===== src/rtl/assert_macros.svh =====
// ----------------------------------------------------------------------------
// assert_macros.svh
// Shorthand for clocked concurrent assertions with a synchronous reset.
// ----------------------------------------------------------------------------
`ifndef ASSERT_MACROS_SVH
`define ASSERT_MACROS_SVH

// The property must hold at every rising clock edge outside reset.
`define ASSERT_CLK(label, clk, rst, prop) \
  label: assert property (@(posedge clk) disable iff (rst) (prop)) \
    else $error("assertion failed");

// The condition must never be true at a rising clock edge outside reset.
`define ASSERT_NEVER(label, clk, rst, cond) \
  label: assert property (@(posedge clk) disable iff (rst) !(cond)) \
    else $error("forbidden condition seen");

`endif


===== src/rtl/hct_pkg.sv =====
// ----------------------------------------------------------------------------
// hct_pkg
// Widths, register codes, reset values and shared types of the thermostat.
// ----------------------------------------------------------------------------
package hct_pkg;

  localparam int TEMP_W = 12;
  localparam int AGE_W  = 16;
  localparam int HYST_W = 8;
  localparam int MIN_W  = 16;
  // Band edges are limit +/- hysteresis, kept exact with two spare bits.
  localparam int BAND_W = TEMP_W + 2;

  localparam logic [AGE_W-1:0] AGE_MAX = {AGE_W{1'b1}};

  localparam int REG_IDX_W = 3;
  localparam logic [REG_IDX_W-1:0] REG_LOWER_LIMIT    = 3'd0;
  localparam logic [REG_IDX_W-1:0] REG_UPPER_LIMIT    = 3'd1;
  localparam logic [REG_IDX_W-1:0] REG_HYSTERESIS     = 3'd2;
  localparam logic [REG_IDX_W-1:0] REG_MIN_HEATER_ON  = 3'd3;
  localparam logic [REG_IDX_W-1:0] REG_MIN_HEATER_OFF = 3'd4;
  localparam logic [REG_IDX_W-1:0] REG_MIN_COOLER_ON  = 3'd5;
  localparam logic [REG_IDX_W-1:0] REG_MIN_COOLER_OFF = 3'd6;
  localparam logic [REG_IDX_W-1:0] REG_LIMITS_VALID   = 3'd7;

  localparam logic [HYST_W-1:0] HYST_RESET = 8'd3;
  localparam logic [MIN_W-1:0]  MIN_RESET  = 16'd10;

  typedef struct packed {
    logic signed [TEMP_W-1:0] lower_limit;
    logic signed [TEMP_W-1:0] upper_limit;
    logic [HYST_W-1:0]        hysteresis;
    logic [MIN_W-1:0]         min_heater_on;
    logic [MIN_W-1:0]         min_heater_off;
    logic [MIN_W-1:0]         min_cooler_on;
    logic [MIN_W-1:0]         min_cooler_off;
    logic                     limits_valid;
  } hct_cfg_t;

  typedef struct packed {
    logic signed [TEMP_W-1:0] stored_temperature;
    logic                     reading_seen;
    logic                     heater_state;
    logic                     cooler_state;
    logic [AGE_W-1:0]         heater_on_age;
    logic [AGE_W-1:0]         heater_off_age;
    logic [AGE_W-1:0]         cooler_on_age;
    logic [AGE_W-1:0]         cooler_off_age;
  } hct_state_t;

  typedef struct packed {
    logic       heater_drive;
    logic       cooler_drive;
    logic [3:0] relay_mask;
    logic       drive_changed;
    logic       evaluated;
  } hct_result_t;

endpackage


===== src/rtl/hct_step.sv =====
// ----------------------------------------------------------------------------
// hct_step
// One item of thermostat work: store a reading, or age the counters and
// apply the hysteresis and minimum run time rules.
// ----------------------------------------------------------------------------
module hct_step (
  input  hct_pkg::hct_cfg_t                  cfg,
  input  hct_pkg::hct_state_t                st,
  input  logic                               mode,
  input  logic signed [hct_pkg::TEMP_W-1:0]  temperature,
  output hct_pkg::hct_state_t                st_next,
  output hct_pkg::hct_result_t               result
);

  logic signed [hct_pkg::BAND_W-1:0] t_x;
  logic signed [hct_pkg::BAND_W-1:0] h_x;
  logic signed [hct_pkg::BAND_W-1:0] lo_minus;
  logic signed [hct_pkg::BAND_W-1:0] lo_plus;
  logic signed [hct_pkg::BAND_W-1:0] hi_minus;
  logic signed [hct_pkg::BAND_W-1:0] hi_plus;
  logic want_heat;
  logic want_cool;
  logic long_enough;
  logic rested;
  logic run;
  hct_pkg::hct_state_t aged;
  hct_pkg::hct_state_t ns;

  function automatic logic [hct_pkg::AGE_W-1:0] age_inc(input logic [hct_pkg::AGE_W-1:0] a);
    age_inc = (a == hct_pkg::AGE_MAX) ? a : a + 1'b1;
  endfunction

  always_comb begin
    t_x      = hct_pkg::BAND_W'(st.stored_temperature);
    h_x      = hct_pkg::BAND_W'($signed({1'b0, cfg.hysteresis}));
    lo_minus = hct_pkg::BAND_W'(cfg.lower_limit) - h_x;
    lo_plus  = hct_pkg::BAND_W'(cfg.lower_limit) + h_x;
    hi_minus = hct_pkg::BAND_W'(cfg.upper_limit) - h_x;
    hi_plus  = hct_pkg::BAND_W'(cfg.upper_limit) + h_x;
    want_heat = (t_x <= lo_minus);
    want_cool = (t_x >= hi_plus);
  end

  always_comb begin
    aged = st;
    aged.heater_on_age  = age_inc(st.heater_on_age);
    aged.heater_off_age = age_inc(st.heater_off_age);
    aged.cooler_on_age  = age_inc(st.cooler_on_age);
    aged.cooler_off_age = age_inc(st.cooler_off_age);

    run = mode && st.reading_seen && cfg.limits_valid;
    long_enough = 1'b0;
    rested = 1'b0;

    if (!mode) begin
      ns = st;
      ns.stored_temperature = temperature;
      ns.reading_seen = 1'b1;
    end else begin
      ns = aged;
      if (run) begin
        if (aged.heater_state) begin
          long_enough = (aged.heater_on_age >= cfg.min_heater_on);
          rested = (aged.cooler_off_age >= cfg.min_cooler_off);
          if (long_enough && (t_x >= lo_plus)) begin
            ns.heater_state = 1'b0;
            ns.heater_off_age = '0;
          end else if (long_enough && want_cool && rested) begin
            ns.heater_state = 1'b0;
            ns.heater_off_age = '0;
            ns.cooler_state = 1'b1;
            ns.cooler_on_age = '0;
          end
        end else if (aged.cooler_state) begin
          long_enough = (aged.cooler_on_age >= cfg.min_cooler_on);
          rested = (aged.heater_off_age >= cfg.min_heater_off);
          if (long_enough && (t_x <= hi_minus)) begin
            ns.cooler_state = 1'b0;
            ns.cooler_off_age = '0;
          end else if (long_enough && want_heat && rested) begin
            ns.cooler_state = 1'b0;
            ns.cooler_off_age = '0;
            ns.heater_state = 1'b1;
            ns.heater_on_age = '0;
          end
        end else begin
          if (want_heat && (aged.heater_off_age >= cfg.min_heater_off)) begin
            ns.heater_state = 1'b1;
            ns.heater_on_age = '0;
          end else if (want_cool && (aged.cooler_off_age >= cfg.min_cooler_off)) begin
            ns.cooler_state = 1'b1;
            ns.cooler_on_age = '0;
          end
        end
      end
    end
  end

  always_comb begin
    st_next = ns;
    result.heater_drive  = ns.heater_state;
    result.cooler_drive  = ns.cooler_state;
    result.relay_mask    = {ns.cooler_state, ns.cooler_state,
                            ns.heater_state, ns.heater_state};
    result.drive_changed = (ns.heater_state != st.heater_state) ||
                           (ns.cooler_state != st.cooler_state);
    result.evaluated     = run;
  end

endmodule


===== src/rtl/heat_cool_thermostat.sv =====
// ----------------------------------------------------------------------------
// heat_cool_thermostat
// A result beat is registered and appears in the cycle after its input beat is accepted.
// Throughput: one item per cycle; hct_step settles in one combinational pass
// between the state register and the result register. A result held by low
// out_ready stalls the input until it is taken, which may be in the same cycle.
// Reset (synchronous, rst high): all registers but the result payload return to
// their reset values, the drive states are off, the ages and the stored reading are cleared.
// ----------------------------------------------------------------------------
`include "assert_macros.svh"

module heat_cool_thermostat (
  input  logic                               clk,
  input  logic                               rst,
  // Item input channel.
  input  logic                               in_valid,
  output logic                               in_ready,
  input  logic                               mode,
  input  logic signed [hct_pkg::TEMP_W-1:0]  temperature,
  // Result output channel.
  output logic                               out_valid,
  input  logic                               out_ready,
  output logic                               heater_drive,
  output logic                               cooler_drive,
  output logic [3:0]                         relay_mask,
  output logic                               drive_changed,
  output logic                               evaluated,
  // APB-style configuration port.
  input  logic                               psel,
  input  logic                               penable,
  input  logic                               pwrite,
  input  logic [4:0]                         paddr,
  input  logic [31:0]                        pwdata,
  output logic [31:0]                        prdata,
  output logic                               pready
);

  hct_pkg::hct_cfg_t    cfg;
  hct_pkg::hct_state_t  st;
  hct_pkg::hct_state_t  st_next;
  hct_pkg::hct_result_t step_result;
  hct_pkg::hct_result_t res;
  logic                 in_fire;
  logic                 cfg_write;
  logic [hct_pkg::REG_IDX_W-1:0] reg_idx;

  // The result register frees up in the same cycle it is taken, so a new
  // beat is accepted whenever the slot is empty or being drained.
  assign in_ready  = !out_valid || out_ready;
  assign in_fire   = in_valid && in_ready;

  // The port never inserts wait states; a write lands on the access phase.
  assign pready    = 1'b1;
  assign cfg_write = psel && penable && pwrite;
  assign reg_idx   = paddr[4:2];

  hct_step u_step (
    .cfg         (cfg),
    .st          (st),
    .mode        (mode),
    .temperature (temperature),
    .st_next     (st_next),
    .result      (step_result)
  );

  // Configuration registers. Each write is masked to its register's width.
  always_ff @(posedge clk) begin
    if (rst) begin
      cfg.lower_limit    <= '0;
      cfg.upper_limit    <= '0;
      cfg.hysteresis     <= hct_pkg::HYST_RESET;
      cfg.min_heater_on  <= hct_pkg::MIN_RESET;
      cfg.min_heater_off <= hct_pkg::MIN_RESET;
      cfg.min_cooler_on  <= hct_pkg::MIN_RESET;
      cfg.min_cooler_off <= hct_pkg::MIN_RESET;
      cfg.limits_valid   <= 1'b0;
    end else if (cfg_write) begin
      case (reg_idx)
        hct_pkg::REG_LOWER_LIMIT:    cfg.lower_limit    <= pwdata[hct_pkg::TEMP_W-1:0];
        hct_pkg::REG_UPPER_LIMIT:    cfg.upper_limit    <= pwdata[hct_pkg::TEMP_W-1:0];
        hct_pkg::REG_HYSTERESIS:     cfg.hysteresis     <= pwdata[hct_pkg::HYST_W-1:0];
        hct_pkg::REG_MIN_HEATER_ON:  cfg.min_heater_on  <= pwdata[hct_pkg::MIN_W-1:0];
        hct_pkg::REG_MIN_HEATER_OFF: cfg.min_heater_off <= pwdata[hct_pkg::MIN_W-1:0];
        hct_pkg::REG_MIN_COOLER_ON:  cfg.min_cooler_on  <= pwdata[hct_pkg::MIN_W-1:0];
        hct_pkg::REG_MIN_COOLER_OFF: cfg.min_cooler_off <= pwdata[hct_pkg::MIN_W-1:0];
        hct_pkg::REG_LIMITS_VALID:   cfg.limits_valid   <= pwdata[0];
        default: ;
      endcase
    end
  end

  // Read-back mux. Limits come back as their raw two's complement bits.
  always_comb begin
    case (reg_idx)
      hct_pkg::REG_LOWER_LIMIT:    prdata = 32'(unsigned'(cfg.lower_limit));
      hct_pkg::REG_UPPER_LIMIT:    prdata = 32'(unsigned'(cfg.upper_limit));
      hct_pkg::REG_HYSTERESIS:     prdata = 32'(cfg.hysteresis);
      hct_pkg::REG_MIN_HEATER_ON:  prdata = 32'(cfg.min_heater_on);
      hct_pkg::REG_MIN_HEATER_OFF: prdata = 32'(cfg.min_heater_off);
      hct_pkg::REG_MIN_COOLER_ON:  prdata = 32'(cfg.min_cooler_on);
      hct_pkg::REG_MIN_COOLER_OFF: prdata = 32'(cfg.min_cooler_off);
      hct_pkg::REG_LIMITS_VALID:   prdata = 32'(cfg.limits_valid);
      default:                     prdata = '0;
    endcase
  end

  // Thermostat state advances once per accepted beat, so the next beat in
  // the following cycle already sees the updated drives and ages.
  always_ff @(posedge clk) begin
    if (rst) begin
      st <= '0;
    end else if (in_fire) begin
      st <= st_next;
    end
  end

  // Result register: valid is control state, the payload needs no reset.
  always_ff @(posedge clk) begin
    if (rst) begin
      out_valid <= 1'b0;
    end else if (in_fire) begin
      out_valid <= 1'b1;
    end else if (out_ready) begin
      out_valid <= 1'b0;
    end
  end

  always_ff @(posedge clk) begin
    if (in_fire) begin
      res <= step_result;
    end
  end

  assign heater_drive  = res.heater_drive;
  assign cooler_drive  = res.cooler_drive;
  assign relay_mask    = res.relay_mask;
  assign drive_changed = res.drive_changed;
  assign evaluated     = res.evaluated;

  // Heating and cooling are exclusive states of the controller.
  `ASSERT_NEVER(a_drive_exclusive, clk, rst, st.heater_state && st.cooler_state)
  // The relay mask shown always follows the drive bits of the same beat.
  `ASSERT_CLK(a_mask_follows, clk, rst,
              out_valid |-> (relay_mask == {cooler_drive, cooler_drive,
                                            heater_drive, heater_drive}))
  // A drive can only change on a beat where the rules actually ran.
  `ASSERT_CLK(a_change_needs_eval, clk, rst, (out_valid && drive_changed) |-> evaluated)
  // A reading beat yields a result that never reports evaluation.
  `ASSERT_CLK(a_reading_no_eval, clk, rst,
              (in_fire && !mode) |=> (out_valid && !evaluated && !drive_changed))

endmodule


===== config.mk =====
export PLATFORM = sky130hd
export DESIGN_NAME = heat_cool_thermostat
export DESIGN_NICKNAME = d
export VERILOG_FILES = /design/src/rtl/hct_pkg.sv /design/src/rtl/hct_step.sv /design/src/rtl/heat_cool_thermostat.sv
export VERILOG_INCLUDE_DIRS = /design/src /design/src/rtl
export SDC_FILE = /design/constraint.sdc
export NUM_CORES = 1
export LEC_CHECK = 0
export ABC_AREA = 1
export BUFFER_PORTS_ARGS = -buffer_cell sky130_fd_sc_hd__buf_2
export CELL_PAD_IN_SITES_DETAIL_PLACEMENT = 0
export CELL_PAD_IN_SITES_GLOBAL_PLACEMENT = 1
export CORE_UTILIZATION = 45
export CTS_CLUSTER_DIAMETER = 100
export DETAILED_ROUTE_END_ITERATION = 6
export PLACE_DENSITY = 0.94
export RECOVER_POWER = 25
export SYNTH_ARGS = -nofsm -noshare
export SYNTH_HDL_FRONTEND = slang
export SYNTH_SLANG_ARGS = --single-unit
export TNS_END_PERCENT = 1

===== constraint.sdc =====
create_clock -name clk -period 6.5 [get_ports clk]
set_clock_uncertainty 0.1 [all_clocks]
set_input_delay 1.625 -clock clk [delete_from_list [all_inputs] [get_ports clk]]
set_output_delay 1.625 -clock clk [all_outputs]
set_load 0.05 [all_outputs]

==> report_table.html <==
<table>
<tr><th>Metric</th><th>Value</th></tr>
<tr><th colspan="2">Timing</th></tr>
<tr><td>Slew of the pin with the lowest slew margin</td><td>approximately 3.4 ns</td></tr>
<tr><td>Post-route fraction of the period consumed by the critical path</td><td>80.8%</td></tr>
<tr><td>Slew Limit Headroom</td><td>-128%</td></tr>
<tr><td>Finish-stage setup viols</td><td>0</td></tr>
<tr><td>Setup TNS</td><td>0 ns</td></tr>
<tr><td>Fmax</td><td>between 150 and 200 MHz</td></tr>
<tr><td>Final-report max-slew violation count</td><td>~130</td></tr>
<tr><td>Setup slack of the critical path after layout</td><td>1.25 ns</td></tr>
<tr><td>Min cycle time layout</td><td>around 5.3 ns</td></tr>
<tr><td>Setup repair after global routing missed its margin</td><td>false</td></tr>
<tr><td>Final hold violation count</td><td>0</td></tr>
<tr><th colspan="2">Clocking</th></tr>
<tr><td>Count of hold buffers inserted by post-cts repair</td><td>0</td></tr>
<tr><td>Clk_lat worst skew</td><td>between 0.4 and 0.5 ns</td></tr>
<tr><td>TritonCTS sink count</td><td>181</td></tr>
<tr><td>Post-CTS Setup Bufs</td><td>0</td></tr>
<tr><td>CTS tree</td><td>built</td></tr>
<tr><td>Clock buffers created by TritonCTS</td><td>17</td></tr>
<tr><td>Buffer levels on the longest clock path</td><td>2</td></tr>
<tr><td>Root Driver</td><td>sky130_fd_sc_hd__clkbuf_16</td></tr>
<tr><td>Clock slew at the register clock pins of the worst setup and hold paths</td><td>about 0.070 ns</td></tr>
<tr><td>Clock H-tree levels</td><td>4</td></tr>
<tr><td>Cells resized by post-CTS repair</td><td>0</td></tr>
<tr><th colspan="2">Logic synthesis</th></tr>
<tr><td>Yosys top cell area share</td><td>about a quarter</td></tr>
<tr><td>Flops &amp; latches, synth</td><td>181</td></tr>
<tr><td>Most common cell in the netlist</td><td>sky130_fd_sc_hd__nand2_1</td></tr>
<tr><td>Post-synthesis cell type count</td><td>58</td></tr>
<tr><td>Most used flip-flop cell after synthesis</td><td>sky130_fd_sc_hd__dfxtp_1</td></tr>
<tr><td>Count of flip-flops with a built-in enable after synthesis</td><td>4</td></tr>
<tr><td>Warning count from the yosys run</td><td>0</td></tr>
<tr><td>Cell types with the highest counts after synthesis</td><td>sky130_fd_sc_hd__nand2_1 (358), sky130_fd_sc_hd__a21oi_1 (247), sky130_fd_sc_hd__inv_1 (244)</td></tr>
<tr><td>Area of the mapped netlist</td><td>around 13000 µm²</td></tr>
<tr><td>Sequential cell area fraction in the yosys report</td><td>27.4%</td></tr>
<tr><td>Fraction of synthesis flops using an asynchronous set or reset pin</td><td>0%</td></tr>
<tr><td>Average cell area after synthesis</td><td>6.98 µm²</td></tr>
<tr><td>Cell types occupying the most area after synthesis</td><td>sky130_fd_sc_hd__dfxtp_1 (27%), sky130_fd_sc_hd__ha_1 (14%), sky130_fd_sc_hd__nand2_1 (10%)</td></tr>
<tr><td>Synthesized instance count</td><td>between 1.5k and 2k</td></tr>
<tr><td>Post-synthesis cell type with the largest combined area</td><td>sky130_fd_sc_hd__dfxtp_1</td></tr>
<tr><th colspan="2">Place</th></tr>
<tr><td>Gpl congestion</td><td>0.949</td></tr>
<tr><td>DP Worst Slack</td><td>1.27 ns</td></tr>
<tr><td>HPWL after DPL</td><td>27900 µm</td></tr>
<tr><td>Buffers added on ports</td><td>64</td></tr>
<tr><td>Cell count after placement</td><td>2304</td></tr>
<tr><td>Area after DPL</td><td>13800 µm²</td></tr>
<tr><th colspan="2">Power</th></tr>
<tr><td>Highest ir drop seen on vdd</td><td>~0.17 mV</td></tr>
<tr><td>Total power</td><td>roughly 2.5 mW</td></tr>
<tr><td>Pint</td><td>around 1.7 mW</td></tr>
<tr><td>Part of the total power dissipated in the clock network</td><td>about two fifths</td></tr>
<tr><td>Combinational share of power</td><td>12.8%</td></tr>
<tr><td>Leakage power figure</td><td>6.57 nW</td></tr>
<tr><td>Proportion of total power due to net switching</td><td>30.9%</td></tr>
<tr><td>Power density over cell area</td><td>175 nW/µm²</td></tr>
<tr><td>Share of total power in sequential cells</td><td>45.6%</td></tr>
<tr><td>Switch Pwr</td><td>779 µW</td></tr>
<tr><th colspan="2">Drt</th></tr>
<tr><td>Ratio of routed vias to standard cells</td><td>between 5 and 6</td></tr>
<tr><td>Post-detailed-routing wire length</td><td>36100 µm</td></tr>
<tr><td>Starting DRT DRC Count</td><td>965</td></tr>
<tr><td>Drt wl/cell</td><td>15.5 µm</td></tr>
<tr><td>Detailed-route via count</td><td>12.4k</td></tr>
<tr><td>Number of remaining DRC errors</td><td>0</td></tr>
<tr><td>Antenna viol nets, final</td><td>0</td></tr>
<tr><td>DRT Pass-1 Iters</td><td>5</td></tr>
<tr><th colspan="2">Cells and area</th></tr>
<tr><td>Total inserted antenna cells</td><td>0</td></tr>
<tr><td>Share of layout cells above drive strength 1</td><td>roughly 9.1%</td></tr>
<tr><td>Number of nets in the final layout</td><td>around 2.2k</td></tr>
<tr><td>Total non-filler cell area in the finished layout</td><td>14400 µm²</td></tr>
<tr><td>Area growth, synth to finish</td><td>7.91%</td></tr>
<tr><td>Fin cells</td><td>2336</td></tr>
<tr><th colspan="2">Global route</th></tr>
<tr><td>Global-route usage over all layers</td><td>23.9%</td></tr>
<tr><td>First-pass GRT wire length</td><td>57700 µm</td></tr>
<tr><td>Number of global-route vias before repair</td><td>11.4k</td></tr>
<tr><td>Total gr overflow</td><td>0</td></tr>
<tr><td>Initial antenna violation count</td><td>0</td></tr>
<tr><td>Pin count of the biggest net entering global routing</td><td>72</td></tr>
<tr><th colspan="2">Die</th></tr>
<tr><td>Vertical extent of the die</td><td>approximately 170 µm</td></tr>
<tr><td>Ports placed on the boundary</td><td>100</td></tr>
<tr><td>Area enclosed by the die boundary</td><td>30400 µm²</td></tr>
<tr><td>Core Rows</td><td>62</td></tr>
<tr><td>Core Region</td><td>roughly 29000 µm²</td></tr>
<tr><td>Initial Utilization</td><td>a little under half</td></tr>
<tr><td>Die Wd</td><td>174 µm</td></tr>
<tr><th colspan="2">Critical path</th></tr>
<tr><td>Worst Setup End Kind</td><td>output pin</td></tr>
<tr><td>Worst Path Arrival</td><td>approximately 3.5 ns</td></tr>
<tr><td>Cells along the critical path</td><td>buf_2 -&gt; inv_1 -&gt; nor3_2 -&gt; inv_1 -&gt; o21ai_0 -&gt; buf_2</td></tr>
<tr><td>CP peak stage delay</td><td>about 0.48 ns</td></tr>
<tr><td>Largest driver fanout on the critical path</td><td>11</td></tr>
<tr><td>Critical Path Slowest Stage Cell</td><td>sky130_fd_sc_hd__o21ai_0</td></tr>
<tr><td>Critical path start-end classification</td><td>primary input to output pin</td></tr>
<tr><td>Critical path data required time</td><td>4.78 ns</td></tr>
<tr><td>Critical Path Source Type</td><td>primary input</td></tr>
<tr><th colspan="2">Run status</th></tr>
<tr><td>Failing checks</td><td>max-capacitance violations, max-slew violations</td></tr>
<tr><td>Result of the run</td><td>finished, violations left</td></tr>
<tr><th colspan="2">Run</th></tr>
<tr><td>Max-cap check violation count</td><td>2</td></tr>
<tr><th colspan="2">Worst hold path</th></tr>
<tr><td>Type of the most critical hold path</td><td>flop to flop</td></tr>
</table>
## registers in the layout (all words and copies together), names as in the netlist
signal / flops
evaluated: 1
st: 79
drive_changed: 1
cooler_drive: 1
relay_mask: 1
out_valid: 1
cfg: 97
## worst paths after layout
check                 from         end  slack, ns  cells after the start
hold / removal      st[66]      st[66]       0.38                      2
hold reg to reg     st[66]      st[66]       0.38                      2
setup reg to reg   cfg[66]      st[11]       1.67                     23
setup / recovery  paddr[2]  prdata[12]       1.25                      6
## worst max-delay path: cells and delay by family
kind,cells,cell delay [ns]
buffers and inverters,4,0.94
AOI/OAI and AO/OA,1,0.48
and+or+nand+nor,1,0.47
## cell families (layout without fill, tap and decap cells)
group | after synthesis | after routing | share of synthesized area, %
buffers and inverters | 337 | 360 | 10.4
adder cells (fa/ha/maj) | 156 | 156 | 14.8
other | 2 | 17 | 0.0563
XOR/XNOR | 79 | 79 | 5.30
AO/OA/AOI/OAI | 448 | 448 | 18.2
AND/OR/NAND/NOR | 711 | 711 | 23.8
flip-flops | 181 | 181 | 27.4
## layout make-up
class / count / area (µm²)
fill: 2849 / 14500
multi-input combinational: 1411 / 8360
sequential: 181 / 3660
inverter: 258 / 970
tap: 384 / 480
clock buffer: 18 / 429
timing repair buffer: 70 / 345
clock inverter: 14 / 160
## layer usage
| metal | share of wire (%) | vias up | wire [µm] | global-route usage (%) |
|---|---|---|---|---|
| met3 | 5.8 | 53 | 2080 | 3.43 |
| li1 | - | 6334 | - | - |
| met4 | 2.8 | 0 | 1010 | 8.70 |
| met1 | 44 | 5693 | 15800 | 30.4 |
| met5 | 0 | - | 0 | 0 |
| met2 | 48 | 330 | 17200 | 40.8 |
## per-stage QoR
stage	utilization [%]	hold slack, ns
2_1_floorplan	-	0.349
3_3_place_gp	47.8	0.364
3_5_place_dp	47.8	0.370
4_1_cts	49.9	0.382
5_1_grt	49.8	0.411
6_report	49.8	0.376
## power groups by stage
stage	logic [mW]	registers [mW]	clock network, mW
final	0.321	1.15	1.05
after global placement	0.310	1.17	0
after global routing	0.357	1.15	1.11
after detailed placement	0.319	1.17	0
after floorplan	0.241	1.17	0
after CTS	0.321	1.15	1.07
## placed cells by master, fill, tap and decap left out, drive strengths merged, types with 21 or more instances in the layout
master,Yosys,layout
nand4,21,21
nor3,35,35
xor2,67,67
ha,152,152
clkbuf,52,30
nor2,154,154
nand3,108,108
inv,257,263
nand2,378,378
dfxtp,177,177
a21oi,261,261
buf,27,58
o21ai,130,130
Power figures use the tool's default switching activity.
